### config.mk
export PLATFORM = sky130hd
export DESIGN_NAME = matrix_add_multiply_4x4_unit
export DESIGN_NICKNAME = d
export VERILOG_FILES = /design/src/rtl/core/mam_pkg.sv /design/src/rtl/core/mam_ram.sv /design/src/rtl/core/mam_front.sv /design/src/rtl/core/mam_queue.sv /design/src/rtl/core/mam_back.sv /design/src/rtl/core/matrix_add_multiply_4x4_unit.sv
export SDC_FILE = /design/constraint.sdc
export NUM_CORES = 2
export LEC_CHECK = 0
export BUFFER_PORTS_ARGS = -buffer_cell sky130_fd_sc_hd__buf_2
export CORE_MARGIN = 4
export CORE_UTILIZATION = 58
export CTS_CLUSTER_DIAMETER = 50
export DETAILED_ROUTE_END_ITERATION = 7
export GPL_TIMING_DRIVEN = 0
export PLACE_DENSITY = 0.77
export SETUP_SLACK_MARGIN = 0.4
export SYNTH_ARGS = -nofsm -noshare
export SYNTH_HDL_FRONTEND = slang
export SYNTH_SLANG_ARGS = --single-unit
### constraint.sdc
create_clock -name clk -period 17.6 [get_ports clk]
set_input_delay 3.52 -clock clk [delete_from_list [all_inputs] [get_ports clk]]
set_output_delay 3.52 -clock clk [all_outputs]
set_load 0.05 [all_outputs]
### src/rtl/core/mam_pkg.sv
`timescale 1ns / 1ps

package mam_pkg;

  // Matrix geometry
  localparam int MATRIX_DIM = 4;
  localparam int DIM_W      = $clog2(MATRIX_DIM);
  localparam int CELLS      = MATRIX_DIM * MATRIX_DIM;
  localparam int BANKS      = 2;
  localparam int ADDR_W     = $clog2(BANKS * CELLS);

  // Field widths
  localparam int ELEM_W = 16;
  localparam int MUL_W  = 2 * ELEM_W;
  localparam int SUM_W  = 17;
  localparam int PROD_W = 34;
  localparam int DIAG_W = 19;
  localparam int IDX_W  = 4;

  // Job queue between front and back
  localparam int QUEUE_DEPTH = 2;
  localparam int QPTR_W      = $clog2(QUEUE_DEPTH);

  // Element store write from the front
  typedef struct packed {
    logic              en;
    logic [ADDR_W-1:0] addr;
    logic [ELEM_W-1:0] a;
    logic [ELEM_W-1:0] b;
  } mem_wr_t;

  // One loaded matrix pair ready for the back
  typedef struct packed {
    logic                     bank;
    logic signed [DIAG_W-1:0] diag;
  } job_t;

  // Bank handed back to the front once its last result is out
  typedef struct packed {
    logic valid;
    logic bank;
  } rel_t;

endpackage

### src/rtl/core/mam_ram.sv
`timescale 1ns / 1ps

module mam_ram #(
  parameter int WIDTH = 16,
  parameter int DEPTH = 32
) (
  input  logic                     clk,
  input  logic                     wr_en,
  input  logic [$clog2(DEPTH)-1:0] wr_addr,
  input  logic [WIDTH-1:0]         wr_data,
  input  logic                     rd_en,
  input  logic [$clog2(DEPTH)-1:0] rd_addr,
  output logic [WIDTH-1:0]         rd_data
);

  logic [WIDTH-1:0] mem [DEPTH];

  // Write port
  always_ff @(posedge clk) begin
    if (wr_en) begin
      mem[wr_addr] <= wr_data;
    end
  end

  // Registered read, held while disabled
  always_ff @(posedge clk) begin
    if (rd_en) begin
      rd_data <= mem[rd_addr];
    end
  end

endmodule

### src/rtl/core/mam_front.sv
`timescale 1ns / 1ps

module mam_front (
  input  logic                            clk,
  input  logic                            rst,
  input  logic                            in_valid,
  output logic                            in_ready,
  input  logic [mam_pkg::ELEM_W-1:0]      a_element,
  input  logic [mam_pkg::ELEM_W-1:0]      b_element,
  output mam_pkg::mem_wr_t                mem_wr,
  output logic                            q_push,
  output mam_pkg::job_t                   q_job,
  input  logic                            q_full,
  input  mam_pkg::rel_t                   release_bank
);

  import mam_pkg::*;

  logic [DIM_W-1:0]         row;
  logic [DIM_W-1:0]         col;
  logic                     wbank;
  logic [BANKS-1:0]         busy;
  logic signed [DIAG_W-1:0] diag;

  logic                     accept;
  logic                     final_cell;
  logic                     on_main;
  logic                     on_anti;
  logic signed [DIAG_W-1:0] a_ext;
  logic signed [DIAG_W-1:0] diag_next;

  assign final_cell = (row == DIM_W'(MATRIX_DIM - 1)) && (col == DIM_W'(MATRIX_DIM - 1));
  assign in_ready   = !busy[wbank] && !(final_cell && q_full);
  assign accept     = in_valid && in_ready;

  // Classify the element against both diagonals
  assign on_main   = (row == col);
  assign on_anti   = ((int'(row) + int'(col)) == (MATRIX_DIM - 1));
  assign a_ext     = DIAG_W'($signed(a_element));
  assign diag_next = diag + (on_main ? a_ext : '0) + (on_anti ? a_ext : '0);

  // Store the element pair into the current bank
  always_comb begin
    mem_wr.en   = accept;
    mem_wr.addr = ADDR_W'(int'(wbank) * CELLS + int'(row) * MATRIX_DIM + int'(col));
    mem_wr.a    = a_element;
    mem_wr.b    = b_element;
  end

  // Hand a full pair to the back
  assign q_push    = accept && final_cell;
  assign q_job.bank = wbank;
  assign q_job.diag = diag_next;

  // Advance the load position and bank ownership
  always_ff @(posedge clk) begin
    if (rst) begin
      row   <= '0;
      col   <= '0;
      wbank <= 1'b0;
      busy  <= '0;
      diag  <= '0;
    end else begin
      if (release_bank.valid) begin
        busy[release_bank.bank] <= 1'b0;
      end
      if (accept) begin
        if (final_cell) begin
          row         <= '0;
          col         <= '0;
          diag        <= '0;
          busy[wbank] <= 1'b1;
          wbank       <= ~wbank;
        end else begin
          diag <= diag_next;
          if (col == DIM_W'(MATRIX_DIM - 1)) begin
            col <= '0;
            row <= row + 1'b1;
          end else begin
            col <= col + 1'b1;
          end
        end
      end
    end
  end

endmodule

### src/rtl/core/mam_queue.sv
`timescale 1ns / 1ps

module mam_queue (
  input  logic          clk,
  input  logic          rst,
  input  logic          push,
  input  mam_pkg::job_t push_job,
  output logic          full,
  input  logic          pop,
  output logic          not_empty,
  output mam_pkg::job_t pop_job
);

  import mam_pkg::*;

  job_t              slots [QUEUE_DEPTH];
  logic [QPTR_W-1:0] wr_ptr;
  logic [QPTR_W-1:0] rd_ptr;
  logic [QPTR_W:0]   count;

  assign full      = (count == (QPTR_W + 1)'(QUEUE_DEPTH));
  assign not_empty = (count != '0);
  assign pop_job   = slots[rd_ptr];

  // Hold job payloads
  always_ff @(posedge clk) begin
    if (push && !full) begin
      slots[wr_ptr] <= push_job;
    end
  end

  // Advance pointers and occupancy
  always_ff @(posedge clk) begin
    if (rst) begin
      wr_ptr <= '0;
      rd_ptr <= '0;
      count  <= '0;
    end else begin
      if (push && !full) begin
        wr_ptr <= (wr_ptr == QPTR_W'(QUEUE_DEPTH - 1)) ? '0 : wr_ptr + 1'b1;
      end
      if (pop && not_empty) begin
        rd_ptr <= (rd_ptr == QPTR_W'(QUEUE_DEPTH - 1)) ? '0 : rd_ptr + 1'b1;
      end
      count <= count + (QPTR_W + 1)'(push && !full) - (QPTR_W + 1)'(pop && not_empty);
    end
  end

endmodule

### src/rtl/core/mam_back.sv
`timescale 1ns / 1ps

module mam_back (
  input  logic                              clk,
  input  logic                              rst,
  input  logic                              q_valid,
  input  mam_pkg::job_t                     q_job,
  output logic                              q_pop,
  output logic                              rd_en,
  output logic [mam_pkg::ADDR_W-1:0]        rd_addr_a,
  output logic [mam_pkg::ADDR_W-1:0]        rd_addr_b,
  input  logic [mam_pkg::ELEM_W-1:0]        rd_data_a,
  input  logic [mam_pkg::ELEM_W-1:0]        rd_data_b,
  output mam_pkg::rel_t                     release_bank,
  output logic                              out_valid,
  input  logic                              out_ready,
  output logic signed [mam_pkg::SUM_W-1:0]  sum_element,
  output logic signed [mam_pkg::PROD_W-1:0] product_element,
  output logic signed [mam_pkg::DIAG_W-1:0] diagonal_sum,
  output logic [mam_pkg::IDX_W-1:0]         element_index,
  output logic                              last
);

  import mam_pkg::*;

  localparam logic [DIM_W-1:0] DIM_LAST = DIM_W'(MATRIX_DIM - 1);

  // Issue stage: current job and position
  logic                     active;
  logic                     job_bank;
  logic signed [DIAG_W-1:0] job_diag;
  logic [DIM_W-1:0]         r;
  logic [DIM_W-1:0]         c;
  logic [DIM_W-1:0]         k;

  // Read stage sideband, aligned with the store read data
  logic                     s1_valid;
  logic                     s1_bank;
  logic signed [DIAG_W-1:0] s1_diag;
  logic [DIM_W-1:0]         s1_r;
  logic [DIM_W-1:0]         s1_c;
  logic [DIM_W-1:0]         s1_k;

  // Multiply stage
  logic                     s2_valid;
  logic                     s2_bank;
  logic signed [DIAG_W-1:0] s2_diag;
  logic [DIM_W-1:0]         s2_r;
  logic [DIM_W-1:0]         s2_c;
  logic [DIM_W-1:0]         s2_k;
  logic signed [MUL_W-1:0]  s2_prod;
  logic signed [SUM_W-1:0]  s2_sum_part;

  // Accumulators
  logic signed [PROD_W-1:0] acc;
  logic signed [SUM_W-1:0]  sacc;

  logic                     stall;
  logic                     finish;
  logic signed [SUM_W-1:0]  a_sum_ext;
  logic signed [SUM_W-1:0]  b_sum_ext;
  logic signed [SUM_W-1:0]  sum_part;
  logic signed [PROD_W-1:0] acc_total;
  logic signed [SUM_W-1:0]  sacc_total;

  // Hold the whole pipeline while a finished result has nowhere to go
  assign finish = s2_valid && (s2_k == DIM_LAST);
  assign stall  = finish && out_valid && !out_ready;
  assign rd_en  = !stall;
  assign q_pop  = !active && q_valid;

  // Row of A against column of B, one term per cycle
  assign rd_addr_a = ADDR_W'(int'(job_bank) * CELLS + int'(r) * MATRIX_DIM + int'(k));
  assign rd_addr_b = ADDR_W'(int'(job_bank) * CELLS + int'(k) * MATRIX_DIM + int'(c));

  // Pick out A and B at the result position as they pass
  assign a_sum_ext = SUM_W'($signed(rd_data_a));
  assign b_sum_ext = SUM_W'($signed(rd_data_b));
  assign sum_part  = ((s1_k == s1_c) ? a_sum_ext : '0) + ((s1_k == s1_r) ? b_sum_ext : '0);

  assign acc_total  = ((s2_k == '0) ? '0 : acc) + PROD_W'(s2_prod);
  assign sacc_total = ((s2_k == '0) ? '0 : sacc) + s2_sum_part;

  // Free the bank once its last result is captured
  assign release_bank.valid = finish && !stall && (s2_r == DIM_LAST) && (s2_c == DIM_LAST);
  assign release_bank.bank  = s2_bank;

  // Issue counters
  always_ff @(posedge clk) begin
    if (rst) begin
      active <= 1'b0;
      r      <= '0;
      c      <= '0;
      k      <= '0;
    end else if (q_pop) begin
      active   <= 1'b1;
      job_bank <= q_job.bank;
      job_diag <= q_job.diag;
      r        <= '0;
      c        <= '0;
      k        <= '0;
    end else if (active && !stall) begin
      if (k == DIM_LAST) begin
        k <= '0;
        if (c == DIM_LAST) begin
          c <= '0;
          if (r == DIM_LAST) begin
            r      <= '0;
            active <= 1'b0;
          end else begin
            r <= r + 1'b1;
          end
        end else begin
          c <= c + 1'b1;
        end
      end else begin
        k <= k + 1'b1;
      end
    end
  end

  // Advance the read and multiply stages
  always_ff @(posedge clk) begin
    if (rst) begin
      s1_valid <= 1'b0;
      s2_valid <= 1'b0;
    end else if (!stall) begin
      s1_valid <= active && !q_pop;
      s2_valid <= s1_valid;
    end
  end

  always_ff @(posedge clk) begin
    if (!stall) begin
      s1_bank     <= job_bank;
      s1_diag     <= job_diag;
      s1_r        <= r;
      s1_c        <= c;
      s1_k        <= k;
      s2_bank     <= s1_bank;
      s2_diag     <= s1_diag;
      s2_r        <= s1_r;
      s2_c        <= s1_c;
      s2_k        <= s1_k;
      s2_prod     <= $signed(rd_data_a) * $signed(rd_data_b);
      s2_sum_part <= sum_part;
    end
  end

  // Accumulate partial terms
  always_ff @(posedge clk) begin
    if (s2_valid && !finish) begin
      acc  <= acc_total;
      sacc <= sacc_total;
    end
  end

  // Output register
  always_ff @(posedge clk) begin
    if (rst) begin
      out_valid <= 1'b0;
    end else if (finish && !stall) begin
      out_valid <= 1'b1;
    end else if (out_ready) begin
      out_valid <= 1'b0;
    end
  end

  always_ff @(posedge clk) begin
    if (finish && !stall) begin
      sum_element     <= sacc_total;
      product_element <= acc_total;
      diagonal_sum    <= s2_diag;
      element_index   <= IDX_W'(int'(s2_r) * MATRIX_DIM + int'(s2_c));
      last            <= (s2_r == DIM_LAST) && (s2_c == DIM_LAST);
    end
  end

endmodule

### src/rtl/core/matrix_add_multiply_4x4_unit.sv
`timescale 1ns / 1ps

// Square matrix add / multiply / diagonal-sum unit.
// Input channel (in_valid/in_ready): one item carries a_element and b_element,
// one element of A and of B, in row-major order. The item that completes the
// matrices closes the load; earlier items produce no results.
// Output channel (out_valid/out_ready): per loaded pair, one result per element
// in row-major order with A+B, the exact A*B dot product, the sum of A's main
// and anti-diagonal, the element index and last on the final element.
// Throughput: loading accepts one item per cycle while in_ready is high. The
// back end does one multiply-accumulate per cycle unless stalled, set by the
// single read port of each element store. Two store banks let the next pair
// load while the previous one is computed.
// Stalls: when out_ready is low the result is held, and the compute pipeline
// freezes once the next result is ready to leave; once both banks are taken,
// in_ready drops until one frees up.
// Reset: synchronous and active high; clears the load position, bank
// ownership, the job queue and the output valid. No clearing pass is needed.
module matrix_add_multiply_4x4_unit (
  input  logic                              clk,
  input  logic                              rst,
  input  logic                              in_valid,
  output logic                              in_ready,
  input  logic [mam_pkg::ELEM_W-1:0]        a_element,
  input  logic [mam_pkg::ELEM_W-1:0]        b_element,
  output logic                              out_valid,
  input  logic                              out_ready,
  output logic signed [mam_pkg::SUM_W-1:0]  sum_element,
  output logic signed [mam_pkg::PROD_W-1:0] product_element,
  output logic signed [mam_pkg::DIAG_W-1:0] diagonal_sum,
  output logic [mam_pkg::IDX_W-1:0]         element_index,
  output logic                              last
);

  import mam_pkg::*;

  mem_wr_t           mem_wr;
  logic              q_push;
  job_t              q_push_job;
  logic              q_full;
  logic              q_pop;
  logic              q_not_empty;
  job_t              q_pop_job;
  rel_t              release_bank;
  logic              rd_en;
  logic [ADDR_W-1:0] rd_addr_a;
  logic [ADDR_W-1:0] rd_addr_b;
  logic [ELEM_W-1:0] rd_data_a;
  logic [ELEM_W-1:0] rd_data_b;

  // Accept and classify items
  mam_front u_front (
    .clk          (clk),
    .rst          (rst),
    .in_valid     (in_valid),
    .in_ready     (in_ready),
    .a_element    (a_element),
    .b_element    (b_element),
    .mem_wr       (mem_wr),
    .q_push       (q_push),
    .q_job        (q_push_job),
    .q_full       (q_full),
    .release_bank (release_bank)
  );

  // Element stores, two banks each
  mam_ram #(
    .WIDTH (ELEM_W),
    .DEPTH (BANKS * CELLS)
  ) u_ram_a (
    .clk     (clk),
    .wr_en   (mem_wr.en),
    .wr_addr (mem_wr.addr),
    .wr_data (mem_wr.a),
    .rd_en   (rd_en),
    .rd_addr (rd_addr_a),
    .rd_data (rd_data_a)
  );

  mam_ram #(
    .WIDTH (ELEM_W),
    .DEPTH (BANKS * CELLS)
  ) u_ram_b (
    .clk     (clk),
    .wr_en   (mem_wr.en),
    .wr_addr (mem_wr.addr),
    .wr_data (mem_wr.b),
    .rd_en   (rd_en),
    .rd_addr (rd_addr_b),
    .rd_data (rd_data_b)
  );

  // Jobs waiting for the back end
  mam_queue u_queue (
    .clk       (clk),
    .rst       (rst),
    .push      (q_push),
    .push_job  (q_push_job),
    .full      (q_full),
    .pop       (q_pop),
    .not_empty (q_not_empty),
    .pop_job   (q_pop_job)
  );

  // Compute and deliver results
  mam_back u_back (
    .clk             (clk),
    .rst             (rst),
    .q_valid         (q_not_empty),
    .q_job           (q_pop_job),
    .q_pop           (q_pop),
    .rd_en           (rd_en),
    .rd_addr_a       (rd_addr_a),
    .rd_addr_b       (rd_addr_b),
    .rd_data_a       (rd_data_a),
    .rd_data_b       (rd_data_b),
    .release_bank    (release_bank),
    .out_valid       (out_valid),
    .out_ready       (out_ready),
    .sum_element     (sum_element),
    .product_element (product_element),
    .diagonal_sum    (diagonal_sum),
    .element_index   (element_index),
    .last            (last)
  );

endmodule
Word-level counts from Yosys, hierarchy flattened --
Memory sizes are Yosys's and may differ from the RTL's. A register that Yosys moved wholly into a read port is not among the register bits. Index checks and enable logic that the tools add are counted.
Cells by class: bitwise gates (word level) 5, divide/modulo/power cells 0, shift operators 0, multiplexer cells 37, eq/ne operators 13, $lt $le $gt $ge 4, $add $sub $neg 22, multiply operators 1, reductions and logical operators 45
Operators with widths (count):
- $mux 19 | 3
- $mux 17 | 3
- $add 19x19->19 | 2
- $add 17x17->17 | 2
- $add 34x34->34 | 1
- $mux 34 | 1
- $eq 32x3->1 const B | 1
- $mul 16x16->32 | 1
- $mux 2 | 11
- $logic_and 1x1->1 | 20
- $eq 2x2->1 const B | 9
- $mux 1 | 17
- $add 5x3->5 | 3
- $add 5x4->5 | 3
- $reduce_bool 2->1 | 7
- $add 2x1->2 const B | 5
- $logic_not 1->1 | 10
- $reduce_and 2->1 | 4
- $eq 2x2->1 | 3
- $add 4x2->4 | 1
- $lt 1x2->1 const B | 2
- $reduce_and 4->1 | 1
- $add 2x2->3 | 1
- $reduce_and 3->1 | 1
- 11 further kinds | 15
Word-level totals: flip-flop bits (word level) 267, memories kept 3, ROM bits 0, input port bits 36, latch bits 0, output and inout port bits 77, RAM bits 1064, word-level logic and storage cells 164
Memories:
- u_ram_a.mem | words 32, bits a word 16, rd ports 1, clocked after memory_dff 1, write ports 1, line mam_ram.sv:16 | logic [WIDTH-1:0] mem [DEPTH];
- u_ram_b.mem | words 32, bits a word 16, rd ports 1, clocked after memory_dff 1, write ports 1, line mam_ram.sv:16
- u_queue.slots | words 2, bits a word 20, rd ports 1, clocked after memory_dff 1, write ports 1, line mam_queue.sv:16 | job_t slots [QUEUE_DEPTH];

Depth between registers and ports, before layout --
depth in word-level cells 13, depth in mapped cells 24

Modules after synthesis --
A second synthesis with hierarchy kept.
Second synthesis, totals: cells, all modules 4605, area total of the unflattened synthesis 67299.5 µm²
Modules (own cells, without submodules):
- mam_back | seq. area each 7617.3 µm², area an instance 21296.7 µm², cells each 1886, instances 1
- mam_ram at u_ram_b | seq. area each 15855.2 µm², area an instance 20696.1 µm², cells each 1143, instances 1
- mam_ram at u_ram_a | seq. area each 15855.2 µm², area an instance 20694.8 µm², cells each 1143, instances 1
- mam_front | seq. area each 520.5 µm², area an instance 2889.0 µm², cells each 343, instances 1
- mam_queue | seq. area each 1301.2 µm², area an instance 1722.9 µm², cells each 90, instances 1

Least setup slack after synthesis --
No wires, ideal clock.
path kind input to register, from input port out_ready, to register u_front.busy[1], stages 5, path buffers 0, setup slack 9.943 ns, data arrival time 7.529 ns, cell sequence nand2b_1 -> nor2b_1 -> nand3_1 -> a22oi_1 -> nor2_1
On the way: longest elaborated chain between the ends 11
Ends and longest elaborated chain:
- start, declared | line matrix_add_multiply_4x4_unit.sv:27 | input logic out_ready,
- $logic_not 1->1 * | line mam_back.sv:68 | assign stall = finish && out_valid && !out_ready;
- $logic_and 1x1->1 * | line mam_back.sv:68
- $logic_not 1->1 *
- $logic_and 1x1->1 * (3 in series) | line mam_back.sv:85 | assign release_bank.valid = finish && !stall && (s2_r == DIM_LAST) && (s2_c == DIM_LAST);
- $mux 2 * | line mam_front.sv:64 | if (release_bank.valid) begin
- $mux 2 * | line mam_front.sv:57 | if (rst) begin
- $or 2x2->2 (no line)
- $mux 2 | line mam_front.sv:68 | if (final_cell) begin
- $mux 2 * | line mam_front.sv:67 | if (accept) begin
- end signal, assigned | line mam_front.sv:61 | busy <= '0;
- end signal, assigned by index | line mam_front.sv:65 | busy[release_bank.bank] <= 1'b0;
- end signal, assigned by index | line mam_front.sv:72 | busy[wbank] <= 1'b1;
- end, declared | line mam_front.sv:22 | logic [BANKS-1:0] busy;
Mark *: on every way between the ends. The rest lies on a longest branch, timed or not. The select of a mux whose other input is x is not followed. A chain may end at the register's enable or synchronous reset.

Final worst setup path --
from register u_ram_b.rd_data[15], read port of u_ram_b.mem, to register u_back.s2_prod[29], data pin
On the way: longest elaborated chain between the ends 1
Ends and longest elaborated chain:
- start, declared | line mam_ram.sv:13 | output logic [WIDTH-1:0] rd_data
- $mul 16x16->32 | line mam_back.sv:145 | s2_prod <= $signed(rd_data_a) * $signed(rd_data_b);
- end signal, assigned | line mam_back.sv:145
- end, declared | line mam_back.sv:51 | logic signed [MUL_W-1:0] s2_prod;
No other way between the ends.

==> reports/metrics.cfg <==
[synth]
ys_warn_count=0
yosysUniqueCellTypes=72
syn-num-nets=4353
synth_most_common_cell=edfxtp_1
synth_edf_count=1343
async_flop_share_pct=0
syn_avg_cell_area_um2=16.9
synth_top_area_share_pct=61.8
synthesis.area_mm2=0.0652
yosys-top-cells-count=1,343 x edfxtp_1, 404 x inv_1, 320 x mux4_2
synth_top_area_cell=edfxtp_1
ys_seq_area_share_pct=63.1
synth_area_leaders=edfxtp_1 62%, mux4_2 11%, fa_1 8.7%
postSynthCellCount=3854
synthFlopType=edfxtp_1
ys_ff_latch=1383

[critical_path]
cp-start-kind=register
setup.worst_path.class=reg2reg
cp.arrival_ns=8.05
crit_required_ns=18.10
cp-end-kind=register
r2r_slack_ns=10.05
cp_max_fo=10

[place]
dp.cells=5493
gp_congestion=0.921
port_buffers=111
dp_hpwl_um=99800

[cts]
clk_latency_ns=0.76
cts.sinks=1383
clkTransAtPathRegs_ns=0.06
cts_setup_buffers=0
cts_tree=built
cts_buffers=144
cts-root-buf=clkbuf_16
ctsLongestPathBuffers=3
hold_buffers=0
cts_resized=0
h-tree-depth=4

[timing]
relSlewSlack_pct=13.9
slew_viol_final=0
tightestPinTransition_ns=1.29
fin_crit_ns=7.55
fin_crit_sh_pct=42.9
hold_viol=0
setup-violations-final=0
rsz0062_at_grt=no
holdWs_ns=0.408
finalSetupTns_ns=0
finalClockSkew_ns=0.0514
max_freq_mhz=132

[global_routing]
grt_overflow_total=0
grt_max_degree=71
grt_pass1_wl_um=239000
grt_pass1_vias=37100
grt_usage_pct=27.7
grt_antenna_before_repair=10

[routing]
drt_iter0_drc=4199
first_pass_iters=5
num_vias=35800
wl_per_cell_um=27.7
wl_um=160000
drc=0
ant_nets=0
viasPerCell=6.20

[finish]
drive_above_1_share_pct=18.7
area_delta_synth_final_pct=12.7
utilization_pct=66.2
nets=4650
final_cells=5765

[hold_path]
min_path_type=reg2reg

[flow_run]
maxCapViolCount=0

[floorplanning]
design.core.area_mm2=0.111
pin_count=113
initial_core_util_pct=58.7
dieArea_mm2=0.118
rows=122
die_h_um=343
die_w_um=343

[status]
status=finished, final reports clean

==> area by class of cell <==
class,count,area [um2]
clock inverters,96,1080
flip-flops and latches,1383,41100
fillers,7413,37600
repair buffers,151,1350
clock buffers,169,3740
diodes,7,17.5
well taps,1488,1860
multi-input cells,1930,22300
inverters,404,1520
plain buffers,137,524
==> state kept, by name, indices dropped and copies added, names as in the netlist, 4 cells and up <==
| signal | count |
|---|---|
| u_back.element_index | 4 |
| u_ram_b.mem | 512 |
| u_back.sum_element | 17 |
| u_back.product_element | 34 |
| u_ram_b.rd_data | 16 |
| u_back.diagonal_sum | 19 |
| u_back.s2_sum_part | 17 |
| u_back.acc | 34 |
| u_back.s1_diag | 19 |
| u_ram_a.mem | 512 |
| u_front.diag | 19 |
| u_back.s2_prod | 32 |
| u_ram_a.rd_data | 16 |
| u_back.s2_diag | 19 |
| u_back.job_diag | 19 |
| u_queue.slots | 40 |
| u_back.sacc | 17 |
==> path summary, 6_finish.rpt <==
path,from,to,cells past startpoint
max,u_ram_b.rd_data[15],u_back.s2_prod[29],21
min,u_back.s1_diag[4],u_back.s2_diag[4],0
max reg2reg,u_ram_b.rd_data[15],u_back.s2_prod[29],21
min reg2reg,u_back.s1_diag[4],u_back.s2_diag[4],0
==> kinds of logic (layout without fill, tap and decap cells) <==
kind of cell | Yosys count | count (layout) | share of synthesized area [%]
AO/OA/AOI/OAI | 280 | 280 | 2.83
XOR/XNOR | 115 | 115 | 1.54
adder cells (fa/ha/maj) | 463 | 463 | 12.2
buffers and inverters | 541 | 957 | 3.13
flip-flops | 1383 | 1383 | 63.1
multiplexers | 375 | 375 | 12.0
other | 0 | 7 | 0
AND/OR/NAND/NOR | 697 | 697 | 5.30
==> stage by stage <==
step / worst slack (ns) / area, um2
final: 10.05 / 73500
after global routing: 9.75 / 73500
after CTS: 10.17 / 73500
after detailed placement: 10.18 / 68700
after global placement: 8.00 / 67600
after floorplan: 9.94 / 65200
==> metal layers <==
metal	track usage [%]	part of all wire, %	vias up
li1	-	-	14900
met1	36.3	36	18200
met2	45.5	49	2187
met3	6.35	10	448
met4	11.7	4.5	2
met5	0	0.0081	-
==> layout by cell type (no fill, tap or decap), types with 7 or more instances in the layout <==
cell	n
clkinvlp_4	8
xnor2_1	92
nand2_1	204
a21o_1	26
clkinv_1	28
nor2_1	110
diode_2	7
edfxtp_1	1343
clkbuf_1	124
o21bai_1	13
a21oi_1	92
nor3_1	25
buf_1	28
inv_6	10
nand4_1	8
buf_12	35
nor2_4	32
nand3_1	34
and2_1	165
mux4_2	320
nor2b_1	65
buf_2	119
ha_1	178
o21a_1	15
xor2_1	23
inv_1	403
bufinv_16	14
a22oi_1	11
clkinv_2	20
mux2_2	53
a31oi_1	11
o21ai_0	45
nand2b_1	15
fa_1	285
dfxtp_1	40
clkbuf_16	146
==> critical path: stages, from the launching register on <==
cell	delay (ns)
edfxtp_1	0.59
inv_1	0.27
clkbuf_1	0.60
nor2_1	0.13
fa_1	0.53
fa_1	0.43
fa_1	0.51
fa_1	0.43
fa_1	0.49
inv_1	0.05
fa_1	0.48
inv_1	0.04
ha_1	0.33
a211o_1	0.36
or3_1	0.38
a2111oi_0	0.52
nor3_1	0.22
o2111ai_1	0.31
nand3b_1	0.11
a21oi_1	0.25
o21ai_1	0.10
xor2_1	0.14
Power is left out: the tool's default activity adds up to more than one toggle a clock period on the data nets, which glitch-free logic cannot reach.
